### config.mk
export PLATFORM = sky130hd
export DESIGN_NAME = nibble_mailbox_sound_comm
export DESIGN_NICKNAME = d
export VERILOG_FILES = /design/src/design/nmsc_pkg.sv /design/src/design/nmsc_core.sv /design/src/design/nibble_mailbox_sound_comm.sv
export VERILOG_INCLUDE_DIRS = /design/src /design/src/design
export SDC_FILE = /design/constraint.sdc
export NUM_CORES = 1
export LEC_CHECK = 0
export BUFFER_PORTS_ARGS = -buffer_cell sky130_fd_sc_hd__buf_2
export CAP_MARGIN = 20
export CORE_MARGIN = 3
export CORE_UTILIZATION = 40
export CTS_CLUSTER_DIAMETER = 60
export DETAILED_ROUTE_END_ITERATION = 7
export PLACE_DENSITY = 0.6
export RECOVER_POWER = 100
export SETUP_SLACK_MARGIN = 0.1
export SLEW_MARGIN = 30
export SYNTH_ARGS = -nofsm -noshare
export SYNTH_HDL_FRONTEND = slang
export SYNTH_SLANG_ARGS = --single-unit
### constraint.sdc
create_clock -name i_clk -period 1.9 [get_ports i_clk]
set_clock_uncertainty 0.05 [all_clocks]
set_input_delay 0.095 -clock i_clk [delete_from_list [all_inputs] [get_ports i_clk]]
set_output_delay 0.095 -clock i_clk [all_outputs]
set_load 0.1 [all_outputs]
### src/design/nibble_mailbox_sound_comm_macros.svh
// ----------------------------------------------------------------------------
// Nibble mailbox assertion macros
// Shared concurrent assertion forms, clocked on i_clk and held off in reset.
// ----------------------------------------------------------------------------
`ifndef NIBBLE_MAILBOX_SOUND_COMM_MACROS_SVH
`define NIBBLE_MAILBOX_SOUND_COMM_MACROS_SVH

// Same-cycle implication.
`define NMSC_ASSERT_NOW(label, ante, cons, msg) \
    label: assert property (@(posedge i_clk) disable iff (!i_rst_n) (ante) |-> (cons)) \
        else $error(msg);

// Next-cycle implication.
`define NMSC_ASSERT_NEXT(label, ante, cons, msg) \
    label: assert property (@(posedge i_clk) disable iff (!i_rst_n) (ante) |=> (cons)) \
        else $error(msg);

`endif

### src/design/nmsc_pkg.sv
// ----------------------------------------------------------------------------
// Nibble mailbox package
// Access codes, error codes and the result record shared by the mailbox files.
// ----------------------------------------------------------------------------
package nmsc_pkg;

    typedef enum logic [2:0] {
        FUNC_MAIN_MODE  = 3'd0,
        FUNC_MAIN_WR    = 3'd1,
        FUNC_MAIN_RD    = 3'd2,
        FUNC_SLAVE_MODE = 3'd3,
        FUNC_SLAVE_WR   = 3'd4,
        FUNC_SLAVE_RD   = 3'd5,
        FUNC_IRQ_LINE   = 3'd6,
        FUNC_POLL       = 3'd7
    } t_func;

    typedef enum logic [1:0] {
        ERR_OK       = 2'd0,
        ERR_UNEXP    = 2'd1,
        ERR_MODE_MID = 2'd2,
        ERR_INT_MODE = 2'd3
    } t_err;

    // NMI enable field of a slave mode write
    localparam logic [1:0] NMI_MODE_KEEP    = 2'd0;
    localparam logic [1:0] NMI_MODE_DISABLE = 2'd1;
    localparam logic [1:0] NMI_MODE_ENABLE  = 2'd2;

    // Nibbles left in a transfer
    localparam logic [1:0] CNT_IDLE = 2'd0;
    localparam logic [1:0] CNT_ONE  = 2'd1;
    localparam logic [1:0] CNT_TWO  = 2'd2;

    // Status bit positions
    localparam int unsigned ST_CMD_PEND   = 0;
    localparam int unsigned ST_REPLY_PEND = 2;

    localparam int unsigned RESULT_W = 13;
    localparam int unsigned M_TDATA_W = 16;

    // Packed lowest field last: read_data in bits 7:0
    typedef struct packed {
        t_err       error_code;
        logic       sound_reset;
        logic       nmi_fire;
        logic       irq_fire;
        logic [7:0] read_data;
    } t_result;

endpackage

### src/design/nmsc_core.sv
// ----------------------------------------------------------------------------
// Nibble mailbox core
// Holds the mailbox state and forms the result of one bus access.
// ----------------------------------------------------------------------------
module nmsc_core
    import nmsc_pkg::*;
(
    input  logic       i_clk,
    input  logic       i_rst_n,
    input  logic       i_accept,
    input  t_func      i_func,
    input  logic [7:0] i_data,
    output t_result    o_result
);

    logic [1:0] r_main_count,  n_main_count;
    logic       r_main_two,    n_main_two;
    logic [3:0] r_main_low,    n_main_low;
    logic [1:0] r_slave_count, n_slave_count;
    logic       r_slave_two,   n_slave_two;
    logic [3:0] r_slave_low,   n_slave_low;
    logic [2:0] r_status,      n_status;
    logic [7:0] r_cmd,         n_cmd;
    logic [7:0] r_reply,       n_reply;
    logic       r_nmi_en,      n_nmi_en;
    logic       r_nmi_pend,    n_nmi_pend;
    logic       r_irq_pend,    n_irq_pend;
    logic [7:0] r_slave_last,  n_slave_last;
    logic       r_reset_lvl,   n_reset_lvl;

    logic [3:0] w_nib;
    logic [1:0] w_main_dec;
    logic [1:0] w_slave_dec;
    logic       w_run_ctl;

    assign w_nib       = i_data[3:0];
    assign w_main_dec  = r_main_count - 2'd1;
    assign w_slave_dec = r_slave_count - 2'd1;

    always_comb begin
        n_main_count  = r_main_count;
        n_main_two    = r_main_two;
        n_main_low    = r_main_low;
        n_slave_count = r_slave_count;
        n_slave_two   = r_slave_two;
        n_slave_low   = r_slave_low;
        n_status      = r_status;
        n_cmd         = r_cmd;
        n_reply       = r_reply;
        n_nmi_en      = r_nmi_en;
        n_nmi_pend    = r_nmi_pend;
        n_irq_pend    = r_irq_pend;
        n_slave_last  = r_slave_last;
        n_reset_lvl   = r_reset_lvl;
        o_result      = '0;
        o_result.error_code = ERR_OK;
        w_run_ctl     = 1'b0;

        unique case (i_func)
            FUNC_MAIN_MODE: begin
                n_main_two   = ~i_data[2];
                n_main_count = i_data[2] ? CNT_ONE : CNT_TWO;
                n_main_low   = '0;
            end
            FUNC_MAIN_WR: begin
                if (r_main_count == CNT_IDLE) begin
                    o_result.error_code = ERR_UNEXP;
                end else begin
                    if (r_main_count == CNT_TWO) begin
                        n_main_low = w_nib;
                    end
                    n_main_count = w_main_dec;
                    if (w_main_dec == CNT_IDLE) begin
                        if (r_main_two) begin
                            n_cmd      = {w_nib, r_main_low};
                            n_status[ST_CMD_PEND] = 1'b1;
                            n_nmi_pend = 1'b1;
                        end else begin
                            n_reset_lvl  = |w_nib;
                            n_main_count = CNT_ONE;
                        end
                    end
                end
            end
            FUNC_MAIN_RD: begin
                if (r_main_two) begin
                    // Count stops at zero
                    if (r_main_count != CNT_IDLE) begin
                        n_main_count = w_main_dec;
                    end
                    n_status[ST_REPLY_PEND] = 1'b0;
                    if (n_main_count == CNT_ONE) begin
                        o_result.read_data = {4'd0, r_reply[3:0]};
                    end else begin
                        o_result.read_data = {4'd0, r_reply[7:4]};
                    end
                end else begin
                    o_result.read_data = {5'd0, r_status};
                end
            end
            FUNC_SLAVE_MODE: begin
                if (r_slave_count != CNT_IDLE) begin
                    o_result.error_code = ERR_MODE_MID;
                end
                n_slave_two   = ~i_data[2];
                n_slave_count = i_data[2] ? CNT_ONE : CNT_TWO;
                n_slave_low   = '0;
                case (i_data[1:0])
                    NMI_MODE_KEEP:    ;
                    NMI_MODE_DISABLE: n_nmi_en = 1'b0;
                    NMI_MODE_ENABLE:  n_nmi_en = 1'b1;
                    default: begin
                        if (r_slave_count == CNT_IDLE) begin
                            o_result.error_code = ERR_INT_MODE;
                        end
                    end
                endcase
            end
            FUNC_SLAVE_WR: begin
                w_run_ctl = 1'b1;
                if (r_slave_count == CNT_IDLE) begin
                    o_result.error_code = ERR_UNEXP;
                end else begin
                    if (r_slave_count == CNT_TWO) begin
                        n_slave_low = w_nib;
                    end
                    n_slave_count = w_slave_dec;
                    if (w_slave_dec == CNT_IDLE && r_slave_two) begin
                        n_reply = {w_nib, r_slave_low};
                        n_status[ST_REPLY_PEND] = 1'b1;
                    end
                end
            end
            FUNC_SLAVE_RD: begin
                w_run_ctl = 1'b1;
                if (r_slave_count == CNT_IDLE) begin
                    o_result.error_code = ERR_UNEXP;
                end else begin
                    if (!r_slave_two) begin
                        n_slave_last = {5'd0, r_status};
                    end else if (r_slave_count == CNT_TWO) begin
                        n_slave_last = {4'd0, r_cmd[3:0]};
                    end else begin
                        n_slave_last = {4'd0, r_cmd[7:4]};
                        n_status[ST_CMD_PEND] = 1'b0;
                    end
                    n_slave_count = w_slave_dec;
                end
                o_result.read_data = n_slave_last;
            end
            FUNC_IRQ_LINE: begin
                n_irq_pend = i_data[0];
            end
            FUNC_POLL: begin
                w_run_ctl = 1'b1;
            end
        endcase

        // Interrupt controller: IRQ is level driven, NMI is consumed
        if (w_run_ctl) begin
            o_result.irq_fire = r_irq_pend;
            if (r_nmi_pend && r_nmi_en) begin
                o_result.nmi_fire = 1'b1;
                n_nmi_pend        = 1'b0;
            end
        end
        o_result.sound_reset = n_reset_lvl;
    end

    always_ff @(posedge i_clk) begin
        if (!i_rst_n) begin
            r_main_count  <= CNT_IDLE;
            r_main_two    <= 1'b0;
            r_main_low    <= '0;
            r_slave_count <= CNT_IDLE;
            r_slave_two   <= 1'b0;
            r_slave_low   <= '0;
            r_status      <= '0;
            r_cmd         <= '0;
            r_reply       <= '0;
            r_nmi_en      <= 1'b0;
            r_nmi_pend    <= 1'b0;
            r_irq_pend    <= 1'b0;
            r_slave_last  <= '0;
            r_reset_lvl   <= 1'b0;
        end else if (i_accept) begin
            r_main_count  <= n_main_count;
            r_main_two    <= n_main_two;
            r_main_low    <= n_main_low;
            r_slave_count <= n_slave_count;
            r_slave_two   <= n_slave_two;
            r_slave_low   <= n_slave_low;
            r_status      <= n_status;
            r_cmd         <= n_cmd;
            r_reply       <= n_reply;
            r_nmi_en      <= n_nmi_en;
            r_nmi_pend    <= n_nmi_pend;
            r_irq_pend    <= n_irq_pend;
            r_slave_last  <= n_slave_last;
            r_reset_lvl   <= n_reset_lvl;
        end
    end

endmodule

### src/design/nibble_mailbox_sound_comm.sv
// ----------------------------------------------------------------------------
// Nibble mailbox between main CPU and sound CPU
// Top level: access stream in, one result transaction out per access.
// ----------------------------------------------------------------------------
// Every bus access or interrupt event enters as one slave-side transaction
// (kind in s_axis_tuser, write byte in s_axis_tdata) and yields exactly one
// master-side transaction, held in the output register or skid entry. Mailbox state
// updates in the cycle the access is taken, so one access per clock is sustained;
// the only thing that throttles the input is a full two-entry output buffer
// (output register plus skid entry) while downstream holds m_axis_tready low.
// read_data is zero for every access except comm reads; sound_reset always
// shows the reset line level after the access.
module nibble_mailbox_sound_comm
    import nmsc_pkg::*;
(
    input  logic        i_clk,
    input  logic        i_rst_n,
    input  logic        s_axis_tvalid,
    output logic        s_axis_tready,
    input  logic [7:0]  s_axis_tdata,   // [7:0] data
    input  logic [2:0]  s_axis_tuser,   // [2:0] func
    output logic        m_axis_tvalid,
    input  logic        m_axis_tready,
    output logic [15:0] m_axis_tdata    // [7:0] read_data, [8] irq_fire,
                                        // [9] nmi_fire, [10] sound_reset,
                                        // [12:11] error_code, [15:13] zero
);

`include "nibble_mailbox_sound_comm_macros.svh"

    logic    w_accept;
    logic    w_take;
    t_func   w_func;
    t_result w_result;

    logic    r_out_valid,  n_out_valid;
    t_result r_out_data,   n_out_data;
    logic    r_skid_valid, n_skid_valid;
    t_result r_skid_data,  n_skid_data;

    assign w_func        = t_func'(s_axis_tuser);
    assign s_axis_tready = ~r_skid_valid;
    assign w_accept      = s_axis_tvalid & s_axis_tready;
    assign w_take        = r_out_valid & m_axis_tready;

    nmsc_core u_core (
        .i_clk    (i_clk),
        .i_rst_n  (i_rst_n),
        .i_accept (w_accept),
        .i_func   (w_func),
        .i_data   (s_axis_tdata),
        .o_result (w_result)
    );

    // Output register with skid entry: refill from skid first, then from input
    always_comb begin
        n_out_valid  = r_out_valid;
        n_out_data   = r_out_data;
        n_skid_valid = r_skid_valid;
        n_skid_data  = r_skid_data;
        if (w_take || !r_out_valid) begin
            if (r_skid_valid) begin
                n_out_valid  = 1'b1;
                n_out_data   = r_skid_data;
                n_skid_valid = 1'b0;
            end else begin
                n_out_valid = w_accept;
                n_out_data  = w_result;
            end
        end else if (w_accept) begin
            // Output stalled: hold the new result in the skid entry
            n_skid_valid = 1'b1;
            n_skid_data  = w_result;
        end
    end

    always_ff @(posedge i_clk) begin
        if (!i_rst_n) begin
            r_out_valid  <= 1'b0;
            r_skid_valid <= 1'b0;
        end else begin
            r_out_valid  <= n_out_valid;
            r_skid_valid <= n_skid_valid;
        end
    end

    // Payload needs no reset
    always_ff @(posedge i_clk) begin
        r_out_data  <= n_out_data;
        r_skid_data <= n_skid_data;
    end

    assign m_axis_tvalid = r_out_valid;
    assign m_axis_tdata  = {(M_TDATA_W - RESULT_W)'(0), r_out_data};

    `NMSC_ASSERT_NOW(a_skid_behind_out, r_skid_valid, r_out_valid, "skid entry filled while output register empty")
    `NMSC_ASSERT_NOW(a_main_rd_no_err, w_accept && w_func == FUNC_MAIN_RD, w_result.error_code == ERR_OK, "main read reported an error")
    `NMSC_ASSERT_NOW(a_irq_only_ctl, w_accept && w_result.irq_fire, w_func == FUNC_SLAVE_WR || w_func == FUNC_SLAVE_RD || w_func == FUNC_POLL, "IRQ fired outside a controller run")
    `NMSC_ASSERT_NEXT(a_accept_shows, w_accept, r_out_valid, "accepted access left no result")

endmodule
==> reports/results.txt <==
Outcome: finished clean
Critical path, cell by cell: inv_2, buf_6, ha_4, nor4b_4, nand2_1, mux2_4, mux2_4
WP data required: 1.94 ns
DP Wirelength: 5210 µm
Int Pwr: 2.21 mW
DR WL/cell: 15.8 µm
Slew @ Worst Pin: 0.787 ns
CP top delay family: multiplexers
Commonest non-fill, non-tap cell in the layout: dfxtp_1
Peak VDD IR: 0.000616 V
Final setup viols: 0
RSZ-0062 raised after global routing: true
Nets: 384
Seq/Total Area, Yosys: 48.5%
1st-pass router iterations: 4
Post-synth ARST share: 0%
Clock sink count: 72
Setup crit start kind: register
Hold-critical path depth: 3
# diodes: 0
Worst Hold End: u_core.r_main_low[3]$_SDFFE_PN0P_
Design area: 0.00412 mm²
Wirelength, routed: 7370 µm
Leakage power: 1.58 nW
Average size of a mapped cell: 11.2 µm²
H-tree Lvls: 3
Switching pwr: 0.917 mW
Sw Ratio: 29.3%
Yosys warns: 0
WP buf/inv: 2
Initial antenna violation count: 0
CTS Buf Count: 9
P&R area growth vs syn: 17.5%
Synth unique cells: 48
R2r startpoint: u_core.r_main_count[0]$_SDFFE_PN0P_
Placer Congestion: 0.854
WHS: 0.0476 ns
Yosys top cell by area: dfxtp_1
Row cnt: 33
Crit-path max FO: 3
Yosys reg bits: 72
Main flop type after synthesis: dfxtp_1
R2R Path End: m_axis_tdata[10]$_DFFE_PP_
Via/cell ratio: 5.18
Mapped Area: 0.00351 mm²
Largest stage delay, worst path: 0.33 ns
Fraction of layout cells with a size suffix above 1: 30.3%
Placed inst area: 0.00386 mm²
Flop pwr share: 52.4%
I/O pins: 33
Slowest CP cell: dfxtp_2
Comb pwr share: 13.8%
Flop-to-flop setup slack: 0.05 ns
Die Ht: 99.6 µm
Smallest setup slack after layout: 0.0541 ns
Clk Latency, worst-skew pair: 0.34 ns
Clock buffer depth: 2
EDFF count, synth: 26
Total GRT Usage: 15.4%
CTS tree: built
Fmax: 542 MHz
Fin. max-slew vios: 0
Reg2reg path depth: 7
Final critical-path share of the clock period: 97.2%
Number of port buffers: 25
Final min period: 1.85 ns
Residual DRC: 0
Crit path kind: register to register
Largest net degree at the start of global routing: 52
Slew HR: 47.5%
Synth top area share: 26.3%
Core area: 0.00838 mm²
DP Worst Slack: -0.0860 ns
Element type at the critical path end: register
Leading cell types in the layout, fill and taps excluded: dfxtp_1 (43), nor2b_1 (29), mux2i_1 (28)
Post-route ant nets: 0
CTS Hold Bufs: 0
Via count: 2425
Vias in the first global route: 2310
Total die area: 0.00992 mm²
Max-cap violations: 0
Min-Delay Startpoint: s_axis_tdata[3]
Most common cell on crit path: mux2_4
Syn Inst Count: 314
Data arrival time of the worst path: 1.89 ns
P per Cell Area: 760 mW/mm²
Worst-path clk slew: 0.08 ns
Width of the die: 99.6 µm
Min-Delay Path Class: input port to register
Largest cells by area after synthesis: dfxtp_1 (26%), edfxtp_1 (22%), mux2i_1 (8.6%)
Final number of hold-violating endpoints: 0
Initial DRC Count: 114
Global route total overflow: 0
Root buffer cell: clkbuf_8
Starting Density: 41.8%
First-pass GRT wire length: 11900 µm
Clock power share: 33.8%
==> worst reg2reg max path, delay by kind of cell (launching register included) <==
family / cells / cell delay (ns)
simple gates: 2 / 0.34
fa+ha+maj: 1 / 0.16
buf+inv: 2 / 0.16
mux: 2 / 0.56
flops: 1 / 0.33
==> synthesized netlist by cell type (2+ instances only) <==
| cell | number |
|---|---|
| a21oi_1 | 6 |
| o221a_2 | 5 |
| mux2i_1 | 30 |
| o22ai_1 | 2 |
| nor2_1 | 11 |
| ha_1 | 11 |
| nand2_1 | 12 |
| edfxtp_1 | 26 |
| nand3_1 | 6 |
| a31o_2 | 2 |
| buf_4 | 5 |
| nor3_1 | 5 |
| nand4_1 | 5 |
| o21ai_0 | 12 |
| nor3b_1 | 3 |
| and3_1 | 6 |
| nand2b_1 | 10 |
| inv_1 | 11 |
| a22oi_1 | 2 |
| nor2b_1 | 29 |
| a2111oi_0 | 2 |
| buf_6 | 3 |
| nand3b_1 | 3 |
| and3b_1 | 2 |
| o211a_1 | 3 |
| dfxtp_1 | 46 |
| mux2_2 | 15 |
| and2_1 | 6 |
| o21a_1 | 2 |
| buf_2 | 6 |
| a21boi_0 | 4 |
| clkbuf_1 | 7 |
==> what timing repair did <==
action | 4_1_cts | 5_1_grt
buffers inserted | 3 | 3
gates resized for setup | 12 | 10
cloned | 0 | 0
setup endpoints to repair | 17 | 33
pin swaps | 3 | 7
==> layer usage <==
layer	track usage [%]	part of all wire [%]	vias up
met2	24.0	45	40
li1	-	-	1208
met1	20.9	50	1165
met5	0	0	-
met4	4.94	1.8	0
met3	3.93	3.1	12
==> power groups by stage <==
| stage | Combinational, mW | Clock, mW | Sequential, mW |
|---|---|---|---|
| 3_5_place_dp | 0.425 | 0 | 1.67 |
| 3_3_place_gp | 0.423 | 0 | 1.67 |
| 2_1_floorplan | 0.193 | 0 | 1.82 |
| 6_report | 0.431 | 1.06 | 1.64 |
| 4_1_cts | 0.434 | 1.10 | 1.64 |
| 5_1_grt | 0.458 | 1.17 | 1.64 |
==> kinds of logic (layout without fill, tap and decap cells) <==
| logic type | count (synthesis) | in the layout | share of synthesized area, % |
|---|---|---|---|
| compound gates | 47 | 47 | 11.0 |
| simple gates | 104 | 104 | 18.0 |
| other cells | 1 | 3 | 0.107 |
| flops | 72 | 72 | 48.5 |
| buf+inv | 34 | 81 | 5.07 |
| fa+ha+maj | 11 | 11 | 3.93 |
| mux | 45 | 45 | 13.4 |
==> how the worst max path moves through the flow <==
stage	slack, ns	start	cells past startpoint	endpoint
3_5_place_dp	-0.09	u_core.r_slave_count[0]$_SDFFE_PN0P_	6	m_axis_tdata[3]$_DFFE_PP_
4_1_cts	0.01	u_core.r_main_count[0]$_SDFFE_PN0P_	7	m_axis_tdata[10]$_DFFE_PP_
5_1_grt	-0.03	u_core.r_main_count[0]$_SDFFE_PN0P_	7	m_axis_tdata[10]$_DFFE_PP_
2_1_floorplan	0.07	u_core.r_slave_count[0]$_SDFFE_PN0P_	7	m_axis_tdata[2]$_DFFE_PP_
6_report	0.05	u_core.r_main_count[0]$_SDFFE_PN0P_	7	m_axis_tdata[10]$_DFFE_PP_
3_3_place_gp	-0.01	u_core.r_slave_count[0]$_SDFFE_PN0P_	6	m_axis_tdata[1]$_DFFE_PP_
==> cell type report <==
cell class	instances	area, µm²
Clock inverter	7	47.5
Timing Repair Buffer	54	369
Clock buffer	9	124
Multi-Input combinational cell	210	1700
Inverter	11	41.3
Fill cell	792	4260
Sequential cell	72	1710
Tap cell	105	131
==> per-stage QoR <==
step                TNS [ns]  total power, mW  cells  util (%)
finish                     0             3.13    468      49.1
global route          -0.107             3.27    468      49.1
CTS                        0             3.17    465      48.8
detailed placement    -0.193             2.10    446      46.0
global placement     -0.0239             2.10    446      46.0
floorplan                  0             2.01    316         -
==> registers in the layout, summed over array words and instances (netlist names), 2 cells and up <==
name,count
m_axis_tdata,13
r_skid_data,13
u_core.r_cmd,8
u_core.r_reply,8
u_core.r_slave_last,8
u_core.r_main_low,4
u_core.r_slave_low,4
u_core.r_main_count,2
u_core.r_slave_count,2
u_core.r_status,2
Note: power is estimated with default switching activity, not from simulation.
